### src/bis_ram.sv
`timescale 1ns / 1ps

module bis_ram #(
    parameter  int unsigned WIDTH = 8,
    parameter  int unsigned DEPTH = 256,
    localparam int unsigned AW    = $clog2(DEPTH)
) (
    input  logic             clk,
    input  logic             we,
    input  logic [AW-1:0]    waddr,
    input  logic [WIDTH-1:0] wdata,
    input  logic [AW-1:0]    raddr_a,
    input  logic [AW-1:0]    raddr_b,
    output logic [WIDTH-1:0] rdata_a,
    output logic [WIDTH-1:0] rdata_b
);

    logic [WIDTH-1:0] mem_reg [DEPTH];
    logic [WIDTH-1:0] rdata_a_reg;
    logic [WIDTH-1:0] rdata_b_reg;

    always_ff @(posedge clk)
    begin
        if (we)
        begin
            mem_reg[waddr] <= wdata;
        end
        rdata_a_reg <= mem_reg[raddr_a];
        rdata_b_reg <= mem_reg[raddr_b];
    end

    assign rdata_a = rdata_a_reg;
    assign rdata_b = rdata_b_reg;

endmodule

### config.mk
export PLATFORM = sky130hd
export DESIGN_NAME = bis_ram
export DESIGN_NICKNAME = d
export VERILOG_FILES = /design/src/bis_ram.sv
export SDC_FILE = /design/constraint.sdc
export NUM_CORES = 2
export LEC_CHECK = 0
export ABC_CLOCK_PERIOD_IN_PS = 2200
export BUFFER_PORTS_ARGS = -buffer_cell sky130_fd_sc_hd__buf_4
export CAP_MARGIN = 20
export CORE_MARGIN = 2
export CORE_UTILIZATION = 35
export CTS_CLUSTER_DIAMETER = 150
export DETAILED_ROUTE_END_ITERATION = 7
export GPL_TIMING_DRIVEN = 0
export PLACE_DENSITY = 0.59
export SYNTH_ARGS = -nofsm -noshare
export SYNTH_HDL_FRONTEND = slang
export SYNTH_SLANG_ARGS = --single-unit
export TNS_END_PERCENT = 100
### constraint.sdc
create_clock -name clk -period 2.2 [get_ports clk]
set_clock_uncertainty 0.1 [all_clocks]
set_input_delay 0 -clock clk [delete_from_list [all_inputs] [get_ports clk]]
set_output_delay 0 -clock clk [all_outputs]
set_load 0.01 [all_outputs]
Word level (Yosys, flattened, before mapping)
Memories as Yosys holds them, arrays and structs flattened. A register that Yosys moved wholly into a read port is not among the register bits.
Index checks and enable logic that the tools add are counted.
Storage, ports and cells
  register bits: 0
  RAM bits: 2048
  input port bits: 34
  output and inout port bits: 16
  logic and storage cells: 3
  memories kept: 1
Memories
  mem_reg: depth 256, bits a word 8, rd ports 2, clocked after memory_dff 2, write ports 1, RTL line 18  | logic [WIDTH-1:0] mem_reg [DEPTH];
Cells by class
  muxes and demuxes: 2
Operator list (number)
  two-way mux 1 bit: 2

Longest topological paths before layout
  word-level depth: 2
  mapped depth: 12
  depth with buffers taken out: 6

Least setup slack after synthesis
No wires, ideal clock.
  kind: input to register
  from: in raddr_b[0]
  to: reg rdata_b_reg[0] (netlist: rdata_b[0]) (read register of mem_reg)
  arrival time: 1.901 ns
  data required time: 1.960 ns
  path slack: 0.059 ns
  cell stages on the path: 9
  path buffers: 3
  path through: buf_4 > buf_6 > buf_2 > mux4_2 > mux4_2 > nand2_1 > a21oi_1 > a21oi_1 > a221oi_2
RTL lines
  start: declaration: RTL line 13  | input logic [AW-1:0] raddr_b,
  end: declaration: RTL line 20  | logic [WIDTH-1:0] rdata_b_reg;

==> impl_results.md <==
- Pins over their slew limit: 0
- Vias in the first global route: 60,240
- Worst setup margin: -0.6980 ns
- Drt pass-1 iters: 7
- # IOs: 50
- GPL Wtd Cong: 1.096
- Synthesized cell area: 96,970 um^2
- Number of max-cap violations: 0
- Worst Tran Pin Value: 1.391 ns
- Root Buffer: clkbuf_16
- Yosys reg bits: 2,064
- Footprint of the multi-input gates: 35,080 um^2
- Syn Area/Cell: 20.01 um^2
- Clk_lat worst skew: 0.99 ns
- Vias/cell: 7.071
- Fill cells: 24,100
- CTS Buf Count: 228
- Post-synth EDFFs: 2,048
- Fmax: 345.1 MHz
- Largest register FFs: 2,048
- Met3 wire len: 78,840 um
- Post-Synthesis Cells: 4,847
- Core Util, Final: 41.83%
- CTS H-tree depth: 4
- Row count: 193
- Crit path max fanout: 10
- Initial antenna violation count: 45
- Sequential cell area: 61,820 um^2
- Commonest non-fill, non-tap cell in the layout: edfxtp_1
- Total power: 94.37 mW
- Maximum vdd drop: 744.5 uV
- Core area: 276,000 um^2
- Clk slew on worst S/H paths: 0.06 ns
- Worst setup SP type: input pin
- Final ANT Viol Nets: 0
- M1 WL: 168,900 um
- CP Capture Type: flop
- Metal2 WL: 205,600 um
- Status: complete, but fails checks
- RSZ-0062 raised after global routing: true
- Area after DPL: 103,900 um^2
- Setup TNS: -53.24 ns
- Final min period: 2.898 ns
- Final setup vio count: 545
- Min-delay worst type: in -> reg
- CP arrival: 3.58 ns
- Place WS: -4.204 ns
- Clock tree sinks: 2,064
- WL/cell: 53.80 um
- Seq/Total Area, Yosys: 63.75%
- Relative slew slack: 7.244%
- WP data required: 2.89 ns
- Violated checks: negative hold slack, negative setup slack
- Layout overhead on the synthesized area: 19.07%
- First-pass GRT wire length: 627,500 um
- CP Class: in -> reg
- Routed vias: 65,440
- Share of cells above drive strength 1: 42.52%
- GRT Total Usage: 34.86%
- Port buffer count: 39
- Leakage: 35.94 nW
- DP Wirelength: 353,200 um
- Reg2reg start: mem_reg[4][3]
- Syn. warnings: 0
- Die area: 281,300 um^2
- PwrDens: 817.4 nW/um^2
- Hold Startpoint: wdata[1]
- Initial core utilization: 35.13%
- Nets: 5,365
- Fin crit share: 131.7%
- Post-Layout Cell Count: 9,255
- Clock Tree Buf Depth: 4
- R2R Setup Slk: -0.59 ns
- Worst Setup SP: raddr_a[0]
- CTS tree: built
- Final hold slack: -0.002813 ns
- Async set or reset register ratio after synthesis: 0%
- Mapped Nets: 4,881
- Remaining Overflow, GRT: 0
- WHS Path Cells: 2
- Initial DRC Count: 13,030
- Die height: 530.4 um
- Largest net degree at the start of global routing: 156
- Residual DRC: 0
- Final instance area: 115,500 um^2
- Unique masters post-synth: 65
- Worst-case reg-to-reg path depth: 6
- Max layer used: met5
- Drt total wl: 497,900 um
- Final Hold Viols: 2
- Dpl cells: 8,735
- Die W: 530.4 um
- Most used flip-flop cell after synthesis: edfxtp_1
- Commonest cells after routing, fill and taps aside: 2,048 x edfxtp_1, 1,051 x mux4_2, 228 x clkbuf_16
==> area by class of cell <==
type,instances,share of cell area (%)
Tap cell,3705,4.015
Clock buffer,282,5.178
Buffer,395,3.045
Antenna cell,37,0.08019
Inverter,6,0.02492
Timing Repair Buffer,254,2.490
Sequential cell,2064,53.54
Clock inverter,130,1.242
Multi-Input combinational cell,2382,30.38
==> report_power, final <==
group	leakage [nW]	internal, mW	total (mW)	switching (mW)
registers	18.5	43.4	43.4	0.0526
logic	13.8	3.52	11.5	7.95
clock network	3.63	22.3	39.5	17.2
==> what timing repair did <==
action	CTS	global route
hold endpoints to repair	1891	121
hold buffers	32	8
setup buffers	9	8
setup endpoints to repair	1264	590
pin swaps	40	34
resized for setup	680	178
==> cells in the mapped netlist, drive strengths merged (11+ instances only) <==
library cell	count	share of area (%)
and2	12	0.077
a211oi	28	0.22
mux4	1051	24
nand2	114	0.44
buf	258	2.2
nand4	13	0.084
mux2	38	0.44
o22ai	48	0.31
nor2	299	1.2
nand2b	11	0.071
a221oi	37	0.37
mux2i	236	2.4
edfxtp	2048	63
nand3	52	0.27
o31ai	11	0.085
o211ai	13	0.10
a22oi	62	0.48
clkbuf	137	0.53
a22o	22	0.20
a21oi	79	0.41
nor2b	27	0.17
nor3	21	0.11
o21ai	37	0.19
o221ai	67	0.62
dfxtp	16	0.33
==> cell families after synthesis <==
kind of cell | Yosys count | synth area share [%]
DFF | 2064 | 63.75
buffers and inverters | 401 | 2.730
muxes | 1325 | 27.29
and+or+nand+nor | 591 | 2.695
AOI/OAI and AO/OA | 466 | 3.539
==> critical path, cell delays in order <==
cell and delay [ns]:
buf_6 0.31, buf_12 0.33, buf_8 0.36, buf_4 0.49, mux4_2 0.62, a221oi_1 0.57
o22ai_1 0.19, nor3_1 0.48, nor4_4 0.12
==> layer usage <==
metal,vias to the layer above,GRT usage (%)
li1,22160,-
met5,-,0.4444
met2,6567,48.33
met4,33,25.11
met1,35040,42.84
met3,1648,15.75
==> path summary, 6_finish.rpt <==
kind	endpoint
min	mem_reg[111][1]
max reg2reg	rdata_a[3]
min reg2reg	rdata_b[7]
max	rdata_a[7]
Note: power is estimated with default switching activity, not from simulation.
