$ cat src/bis_pkg.sv
`timescale 1ns / 1ps

package bis_pkg;

    localparam int unsigned DEF_MAX_WIDTH  = 256;
    localparam int unsigned DEF_MAX_HEIGHT = 256;

    localparam int unsigned DIM_W      = 13;
    localparam int unsigned CFG_ADDR_W = 3;
    localparam int unsigned CFG_DATA_W = 16;
    localparam int unsigned CMDQ_DEPTH = 4;
    localparam int unsigned RES_DEPTH  = 4;
    localparam int unsigned PEND_W     = 3;

    localparam logic [15:0] RST_SCALE  = 16'd256;
    localparam logic [8:0]  RST_DIM    = 9'd256;
    localparam logic [7:0]  WEIGHT_ONE = 8'hFF;

    typedef enum logic [CFG_ADDR_W-1:0] {
        REG_SCALE_X    = 3'd0,
        REG_SCALE_Y    = 3'd1,
        REG_IN_WIDTH   = 3'd2,
        REG_IN_HEIGHT  = 3'd3,
        REG_OUT_WIDTH  = 3'd4,
        REG_OUT_HEIGHT = 3'd5
    } cfg_reg_t;

    typedef enum logic [1:0] {
        CMD_LOAD   = 2'd0,
        CMD_SAMPLE = 2'd1,
        CMD_FLAG   = 2'd2
    } cmd_kind_t;

    typedef enum logic {
        BK_FIRST  = 1'b0,
        BK_SECOND = 1'b1
    } back_state_t;

    typedef struct packed {
        logic [15:0] scale_x;
        logic [15:0] scale_y;
        logic [8:0]  in_width;
        logic [8:0]  in_height;
        logic [8:0]  out_width;
        logic [8:0]  out_height;
    } cfg_t;

    typedef struct packed {
        cmd_kind_t   kind;
        logic [7:0]  fx;
        logic [7:0]  fy;
        logic [7:0]  pixel;
    } cmd_info_t;

    typedef struct packed {
        logic        out_of_range;
        logic [7:0]  pixel_out;
    } res_t;

endpackage

$ cat src/bis_back.sv
`timescale 1ns / 1ps

module bis_back #(
    parameter int unsigned AW = 16
) (
    input  logic                  clk,
    input  logic                  rst_n,
    input  logic                  cmd_valid,
    output logic                  cmd_ready,
    input  bis_pkg::cmd_info_t    cmd_info,
    input  logic [3:0][AW-1:0]    cmd_addr,
    output logic                  ram_we,
    output logic [AW-1:0]         ram_waddr,
    output logic [7:0]            ram_wdata,
    output logic [AW-1:0]         ram_raddr_a,
    output logic [AW-1:0]         ram_raddr_b,
    input  logic [7:0]            ram_rdata_a,
    input  logic [7:0]            ram_rdata_b,
    output logic                  res_valid,
    output bis_pkg::res_t         res,
    input  logic                  res_taken
);

    localparam int unsigned PW = bis_pkg::PEND_W;

    bis_pkg::back_state_t state_reg, state_next;

    logic [PW-1:0] pend_reg, pend_next;
    logic          credit;
    logic          issue;

    logic          e1_valid_reg;
    logic          e1_oor_reg;
    logic [7:0]    e1_fx_reg;
    logic [7:0]    e1_fy_reg;

    logic          e2_valid_reg;
    logic          e2_oor_reg;
    logic [7:0]    e2_fx_reg;
    logic [7:0]    e2_fy_reg;
    logic [15:0]   e2_h0_reg;

    logic          e3_valid_reg;
    logic          e3_oor_reg;
    logic [7:0]    e3_fy_reg;
    logic [15:0]   e3_h1_reg;
    logic [23:0]   e3_v0_reg;

    logic [7:0]    e1_x1;
    logic [7:0]    e2_x1;
    logic [7:0]    e2_y1;
    logic [15:0]   h0_next;
    logic [15:0]   h1_next;
    logic [23:0]   v0_next;
    logic [23:0]   v1;
    logic [23:0]   acc;

    assign credit = (pend_reg < PW'(bis_pkg::RES_DEPTH));

    always_comb
    begin
        state_next = state_reg;
        unique case (state_reg)
            bis_pkg::BK_FIRST:
            begin
                if (cmd_valid && (cmd_info.kind == bis_pkg::CMD_SAMPLE) && credit)
                begin
                    state_next = bis_pkg::BK_SECOND;
                end
            end
            bis_pkg::BK_SECOND:
            begin
                state_next = bis_pkg::BK_FIRST;
            end
            default:
            begin
                state_next = bis_pkg::BK_FIRST;
            end
        endcase
    end

    always_comb
    begin
        cmd_ready   = 1'b0;
        issue       = 1'b0;
        ram_we      = 1'b0;
        ram_raddr_a = cmd_addr[0];
        ram_raddr_b = cmd_addr[1];
        unique case (state_reg)
            bis_pkg::BK_FIRST:
            begin
                if (cmd_valid)
                begin
                    unique case (cmd_info.kind)
                        bis_pkg::CMD_LOAD:
                        begin
                            ram_we    = 1'b1;
                            cmd_ready = 1'b1;
                        end
                        bis_pkg::CMD_FLAG:
                        begin
                            issue     = credit;
                            cmd_ready = credit;
                        end
                        bis_pkg::CMD_SAMPLE:
                        begin
                            issue = credit;
                        end
                        default:
                        begin
                            cmd_ready = 1'b1;
                        end
                    endcase
                end
            end
            bis_pkg::BK_SECOND:
            begin
                ram_raddr_a = cmd_addr[2];
                ram_raddr_b = cmd_addr[3];
                cmd_ready   = 1'b1;
            end
            default:
            begin
                cmd_ready = 1'b0;
            end
        endcase
    end

    assign ram_waddr = cmd_addr[0];
    assign ram_wdata = cmd_info.pixel;

    assign pend_next = pend_reg + PW'(issue) - PW'(res_taken);

    // top pair arrives in e1, bottom pair in e2
    assign e1_x1   = bis_pkg::WEIGHT_ONE - e1_fx_reg;
    assign e2_x1   = bis_pkg::WEIGHT_ONE - e2_fx_reg;
    assign e2_y1   = bis_pkg::WEIGHT_ONE - e2_fy_reg;
    assign h0_next = 16'(16'(ram_rdata_a) * 16'(e1_x1) + 16'(ram_rdata_b) * 16'(e1_fx_reg));
    assign h1_next = 16'(16'(ram_rdata_a) * 16'(e2_x1) + 16'(ram_rdata_b) * 16'(e2_fx_reg));
    assign v0_next = 24'(e2_y1) * 24'(e2_h0_reg);
    assign v1      = 24'(e3_fy_reg) * 24'(e3_h1_reg);
    assign acc     = e3_v0_reg + v1;

    always_ff @(posedge clk or negedge rst_n)
    begin
        if (!rst_n)
        begin
            state_reg    <= bis_pkg::BK_FIRST;
            pend_reg     <= '0;
            e1_valid_reg <= 1'b0;
            e2_valid_reg <= 1'b0;
            e3_valid_reg <= 1'b0;
        end
        else
        begin
            state_reg    <= state_next;
            pend_reg     <= pend_next;
            e1_valid_reg <= issue;
            e2_valid_reg <= e1_valid_reg;
            e3_valid_reg <= e2_valid_reg;
        end
    end

    always_ff @(posedge clk)
    begin
        e1_oor_reg <= (cmd_info.kind == bis_pkg::CMD_FLAG);
        e1_fx_reg  <= cmd_info.fx;
        e1_fy_reg  <= cmd_info.fy;
        e2_oor_reg <= e1_oor_reg;
        e2_fx_reg  <= e1_fx_reg;
        e2_fy_reg  <= e1_fy_reg;
        e2_h0_reg  <= h0_next;
        e3_oor_reg <= e2_oor_reg;
        e3_fy_reg  <= e2_fy_reg;
        e3_h1_reg  <= h1_next;
        e3_v0_reg  <= v0_next;
    end

    assign res_valid        = e3_valid_reg;
    assign res.out_of_range = e3_oor_reg;
    assign res.pixel_out    = e3_oor_reg ? 8'd0 : acc[23:16];

endmodule

$ cat config.mk
export PLATFORM = sky130hd
export DESIGN_NAME = bis_back
export DESIGN_NICKNAME = d
export VERILOG_FILES = /design/src/bis_pkg.sv /design/src/bis_back.sv
export SDC_FILE = /design/constraint.sdc
export NUM_CORES = 1
export LEC_CHECK = 0
export BUFFER_PORTS_ARGS = -buffer_cell sky130_fd_sc_hd__buf_2
export CAP_MARGIN = 20
export CORE_MARGIN = 10
export CORE_UTILIZATION = 40
export CTS_CLUSTER_DIAMETER = 30
export DETAILED_ROUTE_END_ITERATION = 8
export GPL_ROUTABILITY_DRIVEN = 0
export HOLD_SLACK_MARGIN = 0.1
export PLACE_DENSITY_LB_ADDON = 0.2
export SLEW_MARGIN = 10
export SYNTH_ARGS = -nofsm -noshare
export SYNTH_HDL_FRONTEND = slang
export SYNTH_SLANG_ARGS = --single-unit
$ cat constraint.sdc
create_clock -name clk -period 5.9 [get_ports clk]
set_input_delay 0.59 -clock clk [delete_from_list [all_inputs] [get_ports clk]]
set_output_delay 0.59 -clock clk [all_outputs]
set_load 0.1 [all_outputs]
Word-level counts from Yosys, hierarchy flattened

Index checks and enable logic that the tools add are counted.

Register bits: 106
Output and inout bits: 68
Word-level logic and storage cells: 52

Add/sub/neg operators: 8
$mul: 6
$lt $le $gt $ge: 1
Equal/unequal tests: 2
Mux-type cells: 14
Bitwise operators: 1
Reductions and logical operators: 4

Operator list:

| kind                | number |
|---|---|
| $mul 8x8->16        | 4 |
| $mul 8x16->24       | 2 |
| $add 16x16->16      | 2 |
| $mux 16             | 2 |
| $add 24x24->24      | 1 |
| $sub 8x8->8 const A | 3 |
| $mux 1              | 8 |
| $mux 8              | 1 |
| $pmux 1 s2          | 3 |
| $add 3x1->3         | 1 |
| $lt 3x3->1 const B  | 1 |
| $sub 3x1->3         | 1 |
| $eq 2x1->1 const B  | 1 |
| $eq 2x2->1 const B  | 1 |
| $logic_and 1x1->1   | 2 |
| $logic_not 2->1     | 1 |
| $reduce_or 2->1     | 1 |
| $not 1->1           | 1 |

Longest topological paths before layout

Depth in word-level cells: 7
Mapped depth: 20

Worst setup path after synthesis

Ideal clock, no wire load.

Path type: register to output
From: reg e3_fy_reg[0]
To: out res[6] (netlist name)
Arrival: 6135 ps
Slack: -825 ps
Cell stages (with the launch flop): 18
Path buffers: 2
Path through: dfxtp_1 clkbuf_2 clkbuf_1 nand2_1 fa_1 inv_1 fa_1 fa_1 inv_1 fa_1 inv_1 ha_1 and4_1 o211ai_1 nor3_1 o2111ai_1 and3b_1 nor3_1

RTL lines:

| element                  | line            | source |
|---|---|---|
| start: declaration       | bis_back.sv:45  | `logic [7:0] e3_fy_reg;` |
| start signal: assignment | bis_back.sv:174 | `e3_fy_reg <= e2_fy_reg;` |
| end: declaration         | bis_back.sv:20  | `output bis_pkg::res_t res,` |

==> impl_metrics.csv <==
group,metric,value,unit
die,initial_utilization,0.4038,
synth,ys_ff_latch,106,
finish,nets,3006,
setup_path,r2r-start,"e2_fx_reg[1]",
die,rows,82,
global_route,grt_pass1_wl,82.19,mm
synth,synth-simple-area-share,0.1776,
global_route,grt_max_degree,22,
setup_path,critPathMaxStageDelay,530,ps
synth,synth.avg_cell_area,9.320,µm²
setup_path,path_cells,"buf_4 -> and2_1 -> fa_1 -> inv_1 -> fa_1 -> inv_1 -> fa_1 -> inv_1 -> fa_1 -> inv_1 -> ha_1 -> a21oi_2 -> a21o_1 -> and2_1 -> o221ai_4 -> a211o_1 -> a311o_1 -> buf_8",
setup_path,crit_arrival,5090,ps
status,status,"finished clean",
worst_hold_path,hold_path_startpoint,"cmd_info[22]",
finish,largest_reg_flops,24,
timing,slew-limit-headroom,0.5012,
finish,drive_above_1_share,0.1240,
run,cap_violations,0,
synth,synthMuxAreaShare,0.02055,
drt,wl_per_cell,16.17,µm
die,coreArea,0.05007,mm²
placement,post_dp_cell_area,0.02180,mm²
synth,synth_top_area_frac,0.3783,
setup_path,crit_start,"e3_fy_reg[5]",
drt,drt-pass1-iter-count,5,
placement,port_buffers,161,
die,num_io_pins,178,
setup_path,crit_path_end_kind,"output port",
synth,yosysWarnings,0,
clocking,cts_tree,"yes",
setup_path,critPathLaunchType,"flip-flop",
setup_path,crit_fanout,9,
synth,seq_area_frac_synth,0.1067,
timing,hold_violations,0,
placement,place_hpwl,39.83,mm
clocking,clkLatencyLatePin,390,ps
synth,synth_cell_type_count,58,
synth,synth-compound-area-share,0.04302,
synth,synthTopCellsByCount,"inv_1 (539), fa_1 (382), ha_1 (212)",
drt,route.antenna.remaining_nets,0,
die,die_h,244.8,µm
timing,drv_slew,0,
timing,fin_setup_tns,0,ps
finish,area_growth,9.996,%
drt,drtIter0Drc,551,
synth,synth_top_family_by_area,"adder cells",
die,fp.dieW,244.8,µm
synth,synth_area_leaders,"fa_1 (38%), ha_1 (13%), inv_1 (10%)",
synth,synth-xor-area-share,0.02296,
synth,synth_fa_ha_area_frac,0.5095,
global_route,grt_pass1_vias,15910,
drt,wirelength,48.16,mm
synth,synthCells,2169,
finish,num_antenna_cells,0,
finish,nFillCells,5046,
global_route,antenna_found_initial,0,
finish,stdcell_area,0.02224,mm²
worst_hold_path,hp-class,"in2reg",
clocking,clk_pin_slew,80,ps
timing,fmax,0.1760,GHz
synth,synth-main-ff-cell,"dfxtp_1",
setup_path,cp_slowest_cell,"fa_1",
timing,setup_viol,0,
global_route,grt_usage,0.1696,
global_route,overflow,0,
timing,fin_skew,19.03,ps
timing,fin_crit,5682,ps
timing,whs,300.0,ps
setup_path,required,5310,ps
clocking,cts_max_level,3,
synth,synthArstFlopShare,0.06604,
die,dieArea,0.05993,mm²
drt,viasPerCell,4.743,
synth,synth_largest_area_cell,"fa_1",
clocking,clockBufferDepth,2,
timing,finalCritPeriodShare,0.9631,
clocking,cts_root_buffer,"clkbuf_16",
drt,vias,14130,
drt,drc_errors,0,
clocking,clock_sinks,106,
clocking,cts_buffers,9,
setup_path,crit_type,"reg2out",
synth,synth_edf_count,0,
timing,tightest_slew,748.1,ps
synth,synth.most_common_cell,"inv_1",
synth,synth_area,0.02022,mm²
-- through the flow --
stage / utilization / cells / worst slack, ps
floorplan: - / 2170 / 16.05
global placement: 0.4350 / 2958 / 187.0
detailed placement: 0.4353 / 2959 / 49.83
CTS: 0.4424 / 2977 / 8.746
global route: 0.4441 / 2979 / -3.164
finish: 0.4441 / 2979 / 217.5
-- timing repair --
| action | in CTS | in global routing |
|---|---|---|
| gates resized for setup | 18 | 22 |
| setup buffers | 1 | 2 |
| hold buffers | 1 | 0 |
| endpoints found under the setup margin | 7 | 10 |
| pin swaps | 1 | 6 |
| hold endpoints to repair | 7 | 0 |
-- cell usage in the layout (no fill, tap or decap), types with 4 or more instances in the layout --
cell	n
o21ai_0	21
nor2b_1	156
ha_1	212
nand2_1	102
nor3_1	10
fa_1	382
o211ai_1	8
a211o_1	5
dfxtp_4	6
mux2_2	36
and3_1	6
xnor2_1	44
a21oi_1	35
or3_1	4
o41ai_1	4
nand3_1	9
a21o_1	8
buf_4	36
xor2_1	9
clkbuf_16	9
dfxtp_2	10
dfxtp_1	83
nor2_1	44
inv_1	539
dfrtp_1	7
a211oi_1	5
o21a_1	9
and2_1	176
buf_2	155
nand2b_1	113
-- worst max-delay path: cells and delay by family (launching register included) --
kind                     cells  cell delay, ps
AND/OR/NAND/NOR              2             330
AO/OA/AOI/OAI                5            1130
adder cells (fa/ha/maj)      5            2250
flip-flops                   1             410
buffers and inverters        6             600
-- kinds of logic (layout without fill, tap and decap cells) --
kind of cell    Yosys count  after routing
simple gates            634            634
buf+inv                 618            755
fa+ha+maj               594            594
compound gates          126            126
flops                   106            106
xor+xnor                 53             53
mux                      37             37
other cells               1              2
-- cell type report --
cell class	instances	area [µm²]	area share
tap	672	840.8	0.03781
sequential	106	2192	0.09858
multi-input combinational	1446	15710	0.7063
clock buffer	9	225.2	0.01013
timing repair buffer	200	1167	0.05250
clock inverter	7	81.33	0.003657
inverter	539	2023	0.09099
-- metal layers --
layer | wire, µm | GRT usage
met4 | 970 | 0.04128
met5 | 0 | 0
met2 | 24440 | 0.3020
met3 | 1301 | 0.02172
met1 | 21460 | 0.2139
-- worst paths after layout --
| path | cells after the start | slack [ps] | end |
|---|---|---|---|
| setup / recovery | 18 | 220 | res[5] |
| hold / removal | 1 | 300 | e1_fx_reg[6] |
| setup reg to reg | 15 | 330 | e3_h1_reg[15] |
| hold reg to reg | 0 | 330 | e2_fy_reg[1] |
| max in group asynchronous | 2 | 5170 | res_valid |
| min in group asynchronous | 2 | 580 | pend_reg[0] |
Power is not shown: default switching activity piles up to over one toggle a cycle in this logic, so the estimate is an artifact.
