<file path="config.mk">
export PLATFORM = sky130hd
export DESIGN_NAME = bis_fifo
export DESIGN_NICKNAME = d
export VERILOG_FILES = /design/src/bis_fifo.sv
export SDC_FILE = /design/constraint.sdc
export NUM_CORES = 1
export LEC_CHECK = 0
export BUFFER_PORTS_ARGS = -buffer_cell sky130_fd_sc_hd__buf_2
export CORE_MARGIN = 2
export CORE_UTILIZATION = 27
export CTS_CLUSTER_SIZE = 12
export DETAILED_ROUTE_END_ITERATION = 16
export GPL_TIMING_DRIVEN = 1
export PLACE_DENSITY = 0.51
export SYNTH_ARGS = -nofsm -noshare
export SYNTH_HDL_FRONTEND = slang
export SYNTH_SLANG_ARGS = --single-unit
</file>
<file path="constraint.sdc">
create_clock -name clk -period 3.1 [get_ports clk]
set_clock_uncertainty 0.1 [all_clocks]
set_input_delay 0.31 -clock clk [delete_from_list [all_inputs] [get_ports clk]]
set_output_delay 0.31 -clock clk [all_outputs]
set_load 0.01 [all_outputs]
</file>
<file path="src/bis_fifo.sv">
`timescale 1ns / 1ps

module bis_fifo #(
    parameter  int unsigned WIDTH = 8,
    parameter  int unsigned DEPTH = 4,
    localparam int unsigned PW    = $clog2(DEPTH)
) (
    input  logic             clk,
    input  logic             rst_n,
    input  logic             in_valid,
    output logic             in_ready,
    input  logic [WIDTH-1:0] in_data,
    output logic             out_valid,
    input  logic             out_ready,
    output logic [WIDTH-1:0] out_data
);

    logic [WIDTH-1:0] slot_reg [DEPTH];
    logic [PW-1:0]    wr_ptr_reg, wr_ptr_next;
    logic [PW-1:0]    rd_ptr_reg, rd_ptr_next;
    logic [PW:0]      count_reg, count_next;
    logic             push;
    logic             pop;

    assign in_ready  = (count_reg != (PW + 1)'(DEPTH));
    assign out_valid = (count_reg != '0);
    assign out_data  = slot_reg[rd_ptr_reg];
    assign push      = in_valid && in_ready;
    assign pop       = out_valid && out_ready;

    // depth is a power of two, pointers wrap on their own
    always_comb
    begin
        wr_ptr_next = push ? wr_ptr_reg + 1'b1 : wr_ptr_reg;
        rd_ptr_next = pop ? rd_ptr_reg + 1'b1 : rd_ptr_reg;
        count_next  = count_reg + (PW + 1)'(push) - (PW + 1)'(pop);
    end

    always_ff @(posedge clk or negedge rst_n)
    begin
        if (!rst_n)
        begin
            wr_ptr_reg <= '0;
            rd_ptr_reg <= '0;
            count_reg  <= '0;
        end
        else
        begin
            wr_ptr_reg <= wr_ptr_next;
            rd_ptr_reg <= rd_ptr_next;
            count_reg  <= count_next;
        end
    end

    always_ff @(posedge clk)
    begin
        if (push)
        begin
            slot_reg[wr_ptr_reg] <= in_data;
        end
    end

endmodule

</file>
# Word-level counts from Yosys, hierarchy flattened
# Memory sizes are Yosys's and may differ from the RTL's.
# Index checks and enable logic that the tools add are counted.
dict set report word_totals {
  reg_bits 7
  ramBits 32
  input_bits 12
  out_inout_bits 10
  memories 1
}
dict set report op_classes {
  add_sub_neg 4
  eq_ne 1
  muxes 2
  reduce_logical 3
}
# memory words width read_ports rd_clocked_by_memory_dff write_ports line_no
set mem_list {}
lappend mem_list {slot_reg 4 8 1 0 1 18} ;# logic [WIDTH-1:0] slot_reg [DEPTH];
# cell count
set ops {}
lappend ops {{$add 2x1->2 const B} 2}
lappend ops {{$add 3x1->3} 1}
lappend ops {{$ne 3x3->1 const B} 1}
lappend ops {{$reduce_bool 3->1} 1}
lappend ops {{$sub 3x1->3} 1}
lappend ops {{$logic_and 1x1->1} 2}
lappend ops {{$mux 1} 2}

# Logic depth before layout (Yosys ltp)
# Gate-level depths: netlist of the first run.
dict set report depth {
  ltp_word 4
  depth_mapped 9
  ltp_nobuf 9
}

# Worst setup path before layout of the first run
# No wires, ideal clock.
dict set report synth_timing {
  path_type {reg-to-reg}
  startpoint {register count_reg[1]}
  endpoint {register count_reg[2]}
  arrival_time_ns 1.939
  required_ns 2.869
  path_slack_ns 0.930
  path_stages_with_launch 10
  synth_period_minus_slack_ns 2.170
  cell_sequence {dfrtp_1 -> nor3b_4 -> nand2b_1 -> ha_1 -> inv_1 -> ha_1 -> inv_1 -> fa_1 -> xnor2_1 -> xnor2_1}
}
dict set report synth_via {
  elab_chain_len 4
}
# element line_no
set synth_rtl {}
lappend synth_rtl {{start: declaration} 21} ;# logic [PW:0] count_reg, count_next;
lappend synth_rtl {{start signal: assignment} 51} ;# count_reg <= count_next;
lappend synth_rtl {{$ne 3x3->1} 25} ;# assign in_ready = (count_reg != (PW + 1)'(DEPTH));
lappend synth_rtl {{$logic_and 1x1->1} 28} ;# assign push = in_valid && in_ready;
lappend synth_rtl {{$add 3x1->3} 36} ;# count_next = count_reg + (PW + 1)'(push) - (PW + 1)'(pop);
lappend synth_rtl {{$sub 3x1->3 (*)} 36}
lappend synth_rtl {{named net count_next[2]} 21}
# Mark *: on every way through the listed nets, which the timed path passes. The rest lies on a longest branch.
# A chain may end at the register's enable or synchronous reset.

# Final worst setup path of the first run
# Same ends and word-level chain as after synthesis.

==> reports/results.txt, run 1 <==
TritonRoute pass-1 iters -> 4
Total power -> 1.80 mW
Slew headroom -> 58.3%
Hold Startpoint -> in_data[2]
Syn-to-layout area delta -> 18.7%
Filler instances -> 580
Cell family with most CP delay -> adder cells
Sequential share of the synthesized area -> 69.7%
Die area -> 6670 µm²
CTS Sinks -> 39
Worst setup path category -> register to register
Crit end category -> register
IO Count -> 22
Setup TNS -> 0 ps
First-pass GRT wire length -> 4330 µm
Max-cap viol count -> 0
Hpwl dp -> 1930 µm
Die Ht -> 81.7 µm
FMAX -> 426 MHz
Most frequent cells in the layout -> edfxtp_1 (32), buf_2 (21), mux4_2 (8), dfrtp_1 (7)
Share of cells above drive strength 1 -> 34.2%
Worst Hold Class -> input pin to register
Worst EP arrival -> 2410 ps
Final hold slack -> 135 ps
Worst slew pin tran -> 625 ps
Max FFs per register -> 32
PortBufs -> 21
Post-synth top flop -> edfxtp_1
Reg clk slew, reported paths -> 70 ps
Vias -> 804
Mapped Area -> 1630 µm²
Yosys warns -> 0
Gpl congestion -> 0.744
Req. time, crit path -> 3160 ps
Distinct cell type count after synthesis -> 19
1st-iter DRT viols -> 22
Slowest Stage Delay on Critical Path -> 500 ps
Crit-path max FO -> 8
Fin area -> 1930 µm²
Worst path depth -> 9
Most common cell after layout, fill and taps aside -> edfxtp_1
Ant diodes -> 0
Number of vias per cell -> 4.32
Seq cells post-synth -> 39
Crit path cell chain -> nor3b_4, nand2b_1, ha_1, inv_1, ha_1, inv_1, fa_1, xnor2_1, xnor2_1
Routed WL per cell -> 14.9 µm
Worst path buffer plus inverter count -> 2
Peak supply drop -> 314 µV
Number of antenna violations at the first check in global routing -> 0
CTS tree -> built
Root buffer cell -> clkbuf_8
Placement Cell Area -> 1810 µm²
Slack of the worst reg-to-reg path -> 750 ps
Fin nets -> 129
Via count of the first global-routing pass -> 871
RSZ-0062 raised after global routing -> no
Static Leak -> 0.713 nW
Final worst path period share -> 75.8%
Mapped Avg Cell Area -> 19.6 µm²
Syn_nets -> 102
FF-to-FF End -> count_reg[2]$_DFF_PN0_
TritonCTS Buffers -> 5
H-tree level count -> 2
Worst skew pair latency -> 280 ps
Async SR Flop Fraction -> 17.9%
Die X -> 81.7 µm
R2R depth -> 9
CP startpoint -> count_reg[1]$_DFF_PN0_
Maximum clock path buffer count -> 2
Fin. Hold Viols -> 0
Worst setup SP type -> register
Post-synth EDFFs -> 32
CORE AREA -> 5890 µm²
CP endpoint -> count_reg[2]$_DFF_PN0_
Synth Instances -> 83
Setup-failing EPs final -> 0
Largest net degree at the start of global routing -> 14
DRC viols -> 0
P per Cell Area -> 928 nW/µm²
Reg-to-Reg Start -> count_reg[1]$_DFF_PN0_
Min cycle time layout -> 2350 ps
Run status -> complete, no violations
Total track usage -> 9.27%
Count of pins over their slew limit -> 0
Final wirelength -> 2770 µm
Gr ovfl total -> 0
Remaining antenna violation count after routing -> 0
CTS resizes -> 0
Initial core utilization -> 27.7%
Slowest cell on the critical path -> dfrtp_1
# rows -> 28
==> through the flow <==
step	instances	utilization, %	worst slack [ps]
final	186	32.9	751
after global routing	186	32.9	507
after CTS	186	32.9	722
after detailed placement	177	30.8	735
after global placement	177	30.8	847
after floorplan	83	-	930
==> worst min-delay path by stage <==
stage	slack [ps]	to	cells after the start
floorplan	-90	count_reg[0]$_DFF_PN0_	0
global placement	50	count_reg[0]$_DFF_PN0_	1
detailed placement	60	count_reg[0]$_DFF_PN0_	1
CTS	130	slot_reg[0][2]$_DFFE_PP_	1
global route	120	slot_reg[2][0]$_DFFE_PP_	1
finish	130	slot_reg[3][2]$_DFFE_PP_	1
==> cells in the mapped netlist, drive strengths merged, types with 2 or more instances <==
master	n	area (µm²)
and3b	4	35.0
dfrtp	7	175
edfxtp	32	961
ha	6	75.1
inv	6	22.5
mux4	8	180
nand2b	4	25.0
nand4bb	2	22.5
o211ai	2	15.0
xnor2	3	26.3
==> where the power goes <==
part / total (mW) / internal [mW] / switching (mW)
combinational: 0.522 / 0.287 / 0.235
sequential: 0.862 / 0.709 / 0.153
clock: 0.412 / 0.239 / 0.173
==> cell type report <==
type                    instances  area (µm²)  area share [%]
flip-flops and latches         39        1140            58.7
multi-input cells              36         454            23.5
repair buffers                 22         115            5.95
well taps                      75        93.8            4.85
clock buffers                   5        68.8            3.56
clock inverters                 3        43.8            2.26
inverters                       6        22.5            1.16
==> cells by family after synthesis <==
family,after synthesis,synth area share (%)
muxes,8,11.1
and+or+nand+nor,13,6.84
adders and majority gates,7,5.84
buffers and inverters,8,2.38
xor gates and xnor gates,4,2.15
DFF,39,69.7
AOI/OAI and AO/OA,4,2.00
==> worst reg2reg max path, cell delays in order, from the launching register on <==
cell and delay, ps:
dfrtp_1 500, nor3b_4 360, nand2b_1 160, ha_1 220, inv_1 50, ha_1 130, inv_1 50, fa_1 370
xnor2_1 150, xnor2_1 130
==> metal layers <==
metal	share of wire (%)	track usage (%)	vias to the layer above
met5	0	0	-
met3	5.7	4.07	3
li1	-	-	373
met1	44	11.2	406
met4	1.1	3.00	0
met2	49	14.9	22
==> what timing repair did <==
action,in CTS,in global routing
hold buffers,1,0
hold endpoints to repair,7,0
setup buffers,0,0
(Power assumes the default switching activity.)
==> run 2: changes to the inputs <==
Clock period 3.1 ns to 2.33 ns, I/O delays scaled along.
==> run 2 against run 1 <==
Net effect: sequential share of layout area down 0.25 points; critical path depth fell by 1; final area grew 0.65%; sequential power rose by 32%; die area is the same; hold slack got worse by 69 ps; global-route usage down 0.27 points; sequential cell count unchanged; fmax up 5.3%; via count grew 3.6%; routed wire length decreased by 1.4%.
==> reports/results.txt, run 2 (synthesis results as in run 1) <==
Run status -> complete, no violations
Worst skew pair latency -> 280 ps (about the same)
DRC viols -> 0 (unchanged)
Number of vias per cell -> 4.36 (+0.89%)
Count of pins over their slew limit -> 0 (unchanged)
CTS tree -> built
Min cycle time layout -> 2230 ps (-118 ps)
IO Count -> 22 (unchanged)
Via count of the first global-routing pass -> 828 (-4.9%)
Cell family with most CP delay -> adder cells
Worst EP arrival -> 2330 ps (-80 ps)
Sequential Power Share -> 49.1% (+1.1 points)
Reg clk slew, reported paths -> 70 ps (about the same)
Req. time, crit path -> 2430 ps (-730 ps)
Die X -> 81.7 µm (unchanged)
FMAX -> 448 MHz (+5.3%)
Crit path cell chain -> o31a_1, ha_1, inv_1, ha_1, inv_1, fa_1, xnor2_1, xnor2_1
Initial core utilization -> 27.7% (unchanged)
Crit-path max FO -> 7 (-1)
Root buffer cell -> clkbuf_8
Die area -> 6670 µm² (unchanged)
Placed cells -> 179 (+1.1%)
Most common cell after layout, fill and taps aside -> edfxtp_1
Peak supply drop -> 451 µV (+44%)
Most frequent cells in the layout -> edfxtp_1 (32), buf_2 (21), mux4_2 (8), inv_1 (6), ha_1 (6)
Remaining antenna violation count after routing -> 0 (unchanged)
GRT met3 Usage -> 2.64% (-1.4 points)
Max FFs per register -> 32 (unchanged)
H-tree level count -> 2 (unchanged)
Crit end category -> register
Total track usage -> 9.00% (-0.27 points)
Logic pwr share -> 32.8% (+3.7 points)
Fin. Hold Viols -> 0 (unchanged)
Met1 Use GR -> 11.4% (+0.17 points)
Syn-to-layout area delta -> 19.5%
CTS Sinks -> 39 (unchanged)
Gr busiest metal -> met2
Int Pwr -> 1.59 mW (+28%)
Setup-failing EPs final -> 0 (unchanged)
Vias -> 833 (+3.6%)
Gr ovfl total -> 0 (unchanged)
Switch Pwr -> 736 µW (+31%)
Final worst path period share -> 95.8% (+20 points)
CORE AREA -> 5890 µm² (unchanged)
Fin nets -> 134 (+3.9%)
1st-iter DRT viols -> 39 (+77%)
Slowest Stage Delay on Critical Path -> 470 ps (-30 ps)
Clock power share -> 18.2% (-4.7 points)
Worst slew pin tran -> 570 ps (-55.5 ps)
P per Cell Area -> 1190 nW/µm² (+28%)
Setup TNS -> 0 ps (unchanged)
Worst path buffer plus inverter count -> 2 (unchanged)
TritonRoute pass-1 iters -> 4 (unchanged)
Routed WL per cell -> 14.3 µm (-4.0%)
TritonCTS Buffers -> 5 (unchanged)
Ant diodes -> 0 (unchanged)
Final hold slack -> 65.3 ps (-69.2 ps)
Worst setup SP type -> register
RSZ-0062 raised after global routing -> no
GRT met2 Usage -> 14.3% (-0.57 points)
Fin cells -> 191 (+2.7%)
Slowest cell on the critical path -> dfrtp_1
Hpwl dp -> 1970 µm (+2.1%)
Switching Share -> 31.7% (+0.49 points)
First-pass GRT wire length -> 4260 µm (-1.4%)
Slew headroom -> 62.0% (+3.7 points)
Die Ht -> 81.7 µm (unchanged)
Largest net degree at the start of global routing -> 13 (-1)
Number of antenna violations at the first check in global routing -> 0 (unchanged)
Final wirelength -> 2730 µm (-1.4%)
# rows -> 28 (unchanged)
Share of cells above drive strength 1 -> 37.9% (+3.7 points)
Maximum clock path buffer count -> 2 (unchanged)
Gpl congestion -> 0.768 (+3.2%)
Worst Hold Class -> input pin to register
Worst setup path category -> register to register
PortBufs -> 21 (unchanged)
Static Leak -> 0.718 nW (+0.79%)
Max-cap viol count -> 0 (unchanged)
## run 2: layout make-up
| class | instances | area, µm² |
|---|---|---|
| Clock inverter | 2 | 12.5 |
| Timing Repair Buffer | 27 | 153 |
| Clock buffer | 6 | 72.6 |
| Multi-Input combinational cell | 36 | 454 |
| Fill cell | 587 | 3940 |
| Inverter | 6 | 22.5 |
| Sequential cell | 39 | 1140 |
| Tap cell | 75 | 93.8 |
## run 2: power groups by stage
stage                     sequential (mW)  combinational [mW]  clock, mW
after floorplan                      1.04               0.583          0
after global placement               1.14               0.704          0
after detailed placement             1.17               0.731          0
after CTS                            1.15               0.734      0.446
after global routing                 1.16               0.844      0.472
final                                1.14               0.761      0.421
## run 2: final timing paths
check                                     startpoint                         to  slack [ps]  depth (start not counted)
hold / removal                            in_data[4]   slot_reg[0][4]$_DFFE_PP_          70                          1
setup / recovery              count_reg[0]$_DFF_PN0_     count_reg[2]$_DFF_PN0_         100                          8
setup reg to reg              count_reg[0]$_DFF_PN0_     count_reg[2]$_DFF_PN0_         100                          8
min in group asynchronous                      rst_n     count_reg[0]$_DFF_PN0_         210                          2
max in group asynchronous                      rst_n     count_reg[1]$_DFF_PN0_        1750                          2
hold reg to reg            wr_ptr_reg[1]$_DFFE_PN0P_  wr_ptr_reg[1]$_DFFE_PN0P_         510                          2
## run 2: worst register-to-register path: stages (launching register included)
cell	delay (ps)
dfrtp_1	470
o31a_1	360
ha_1	280
inv_1	60
ha_1	130
inv_1	50
fa_1	370
xnor2_1	190
xnor2_1	140
## run 2: what timing repair did
action	in CTS	in global routing
hold buffers	1	0
hold endpoints to repair	7	0
endpoints found under the setup margin	0	1
gates resized for setup	0	2
setup buffers	0	3
## run 2: through the flow
stage / total power, mW / setup slack, ps / cell area [µm²] / utilization (%)
floorplan: 1.63 / 160 / 1630 / -
global placement: 1.85 / 155 / 1830 / 31.0
detailed placement: 1.90 / 38.5 / 1830 / 31.0
CTS: 2.33 / 24.6 / 1920 / 32.7
global route: 2.48 / 6.05 / 1950 / 33.1
finish: 2.32 / 98.7 / 1950 / 33.1
## run 2: layer usage
metal	vias to the layer above	part of all wire (%)
met5	-	0
met2	24	49
met4	0	1.7
met1	417	43
li1	386	-
met3	6	5.6
==> run 3: changes to the inputs <==
Settings changed: RECOVER_POWER from default to 50.
==> run 3 against run 2 <==
Net effect: routed wire length up 0.11%; clock power barely moved; critical path depth unchanged; cell count did not move; global-route usage unchanged.
==> reports/results.txt, run 3 (synthesis results as in run 1) <==
Run status -> complete, no violations
Slew headroom -> 62.3% (+0.31 points)
Initial core utilization -> 27.7% (unchanged)
Count of pins over their slew limit -> 0 (unchanged)
1st-iter DRT viols -> 43 (+10%)
Worst Hold Class -> input pin to register
Fin. Hold Viols -> 0 (unchanged)
Most frequent cells in the layout -> edfxtp_1 (32), buf_2 (12), clkbuf_1 (11), mux4_2 (8)
Max FFs per register -> 32 (unchanged)
Syn-to-layout area delta -> 18.6%
Worst EP arrival -> 2330 ps (about the same)
IO Count -> 22 (unchanged)
Worst setup SP type -> register
DRC viols -> 0 (unchanged)
Die X -> 81.7 µm (unchanged)
Setup TNS -> 0 ps (unchanged)
CTS tree -> built
CTS Sinks -> 39 (unchanged)
Placed cells -> 179 (unchanged)
Hpwl dp -> 1970 µm (unchanged)
Req. time, crit path -> 2430 ps (about the same)
Number of antenna violations at the first check in global routing -> 0 (unchanged)
FMAX -> 449 MHz (+0.12%)
Worst skew pair latency -> 280 ps (about the same)
Maximum clock path buffer count -> 2 (unchanged)
Via count of the first global-routing pass -> 828 (unchanged)
Remaining antenna violation count after routing -> 0 (unchanged)
CORE AREA -> 5890 µm² (unchanged)
Share of cells above drive strength 1 -> 29.3% (-8.6 points)
TritonCTS Buffers -> 5 (unchanged)
Final hold slack -> 111 ps (+46.0 ps)
Crit-path max FO -> 7 (unchanged)
Static Leak -> 0.689 nW (-4.0%)
TritonRoute pass-1 iters -> 4 (unchanged)
Die Ht -> 81.7 µm (unchanged)
Ant diodes -> 0 (unchanged)
First-pass GRT wire length -> 4260 µm (unchanged)
Largest net degree at the start of global routing -> 13 (unchanged)
Worst slew pin tran -> 565 ps (-4.61 ps)
Total track usage -> 9.00% (unchanged)
PortBufs -> 21 (unchanged)
Fin nets -> 134 (unchanged)
Die area -> 6670 µm² (unchanged)
Number of vias per cell -> 4.37 (+0.12%)
Worst setup path category -> register to register
P per Cell Area -> 1200 nW/µm² (+0.26%)
Gpl congestion -> 0.768 (unchanged)
H-tree level count -> 2 (unchanged)
Vias -> 834 (+0.12%)
Max-cap viol count -> 0 (unchanged)
Final worst path period share -> 95.6% (-0.12 points)
Final wirelength -> 2740 µm (+0.11%)
# rows -> 28 (unchanged)
Routed WL per cell -> 14.3 µm (+0.11%)
Gr ovfl total -> 0 (unchanged)
Crit end category -> register
Setup-failing EPs final -> 0 (unchanged)
Most common cell after layout, fill and taps aside -> edfxtp_1
RSZ-0062 raised after global routing -> no
Peak supply drop -> 435 µV (-3.7%)
Reg clk slew, reported paths -> 70 ps (about the same)
Fin cells -> 191 (unchanged)
Root buffer cell -> clkbuf_8
Min cycle time layout -> 2230 ps (-2.71 ps)
-- run 3: final cells by class --
type	instances	area (µm²)
well taps	75	93.8
flip-flops and latches	39	1140
multi-input cells	36	454
fillers	589	3950
inverters	6	22.5
repair buffers	27	138
clock buffers	6	72.6
clock inverters	2	12.5
-- run 3: power breakdown --
group	total, mW	leakage [nW]	internal, mW	switching (mW)
sequential	1.14	0.373	0.948	0.189
combinational	0.750	0.275	0.419	0.331
clock	0.422	0.0412	0.209	0.213
-- run 3: worst paths after layout --
path / from / slack (ps) / cells past startpoint / endpoint
max in group asynchronous: rst_n / 1540 / 2 / count_reg[1]$_DFF_PN0_
min in group asynchronous: rst_n / 280 / 2 / count_reg[0]$_DFF_PN0_
worst max register to register: count_reg[0]$_DFF_PN0_ / 100 / 8 / count_reg[2]$_DFF_PN0_
worst min register to register: wr_ptr_reg[1]$_DFFE_PN0P_ / 510 / 2 / wr_ptr_reg[1]$_DFFE_PN0P_
worst max-delay path: count_reg[0]$_DFF_PN0_ / 100 / 8 / count_reg[2]$_DFF_PN0_
worst min-delay path: in_data[2] / 110 / 1 / slot_reg[2][2]$_DFFE_PP_
-- run 3: worst max-delay path, stage by stage, from the launching register on --
cell and delay, ps:
dfrtp_1 470, o31a_1 360, ha_1 280, inv_1 60
ha_1 130, inv_1 50, fa_1 370, xnor2_1 190
xnor2_1 140
-- run 3: per-layer routing --
metal | wire length (µm) | vias up | global-route usage [%]
li1 | - | 386 | -
met1 | 1200 | 418 | 11.4
met2 | 1340 | 24 | 14.3
met3 | 150 | 6 | 2.64
met4 | 46 | 0 | 4.00
met5 | 0 | - | 0
-- run 3: metrics by stage --
stage / instance area (µm²) / setup slack, ps / util, % / total power [mW]
after floorplan: 1630 / 160 / - / 1.63
after global placement: 1830 / 155 / 31.0 / 1.85
after detailed placement: 1830 / 38.5 / 31.0 / 1.90
after CTS: 1920 / 24.6 / 32.7 / 2.33
after global routing: 1930 / 8.89 / 32.8 / 2.47
final: 1930 / 101 / 32.8 / 2.31
-- run 3: timing repair --
action,in CTS,in global routing
hold buffers,1,0
endpoints found under the hold margin,7,0
resized for setup,0,2
setup endpoints to repair,0,1
setup buffers,0,3
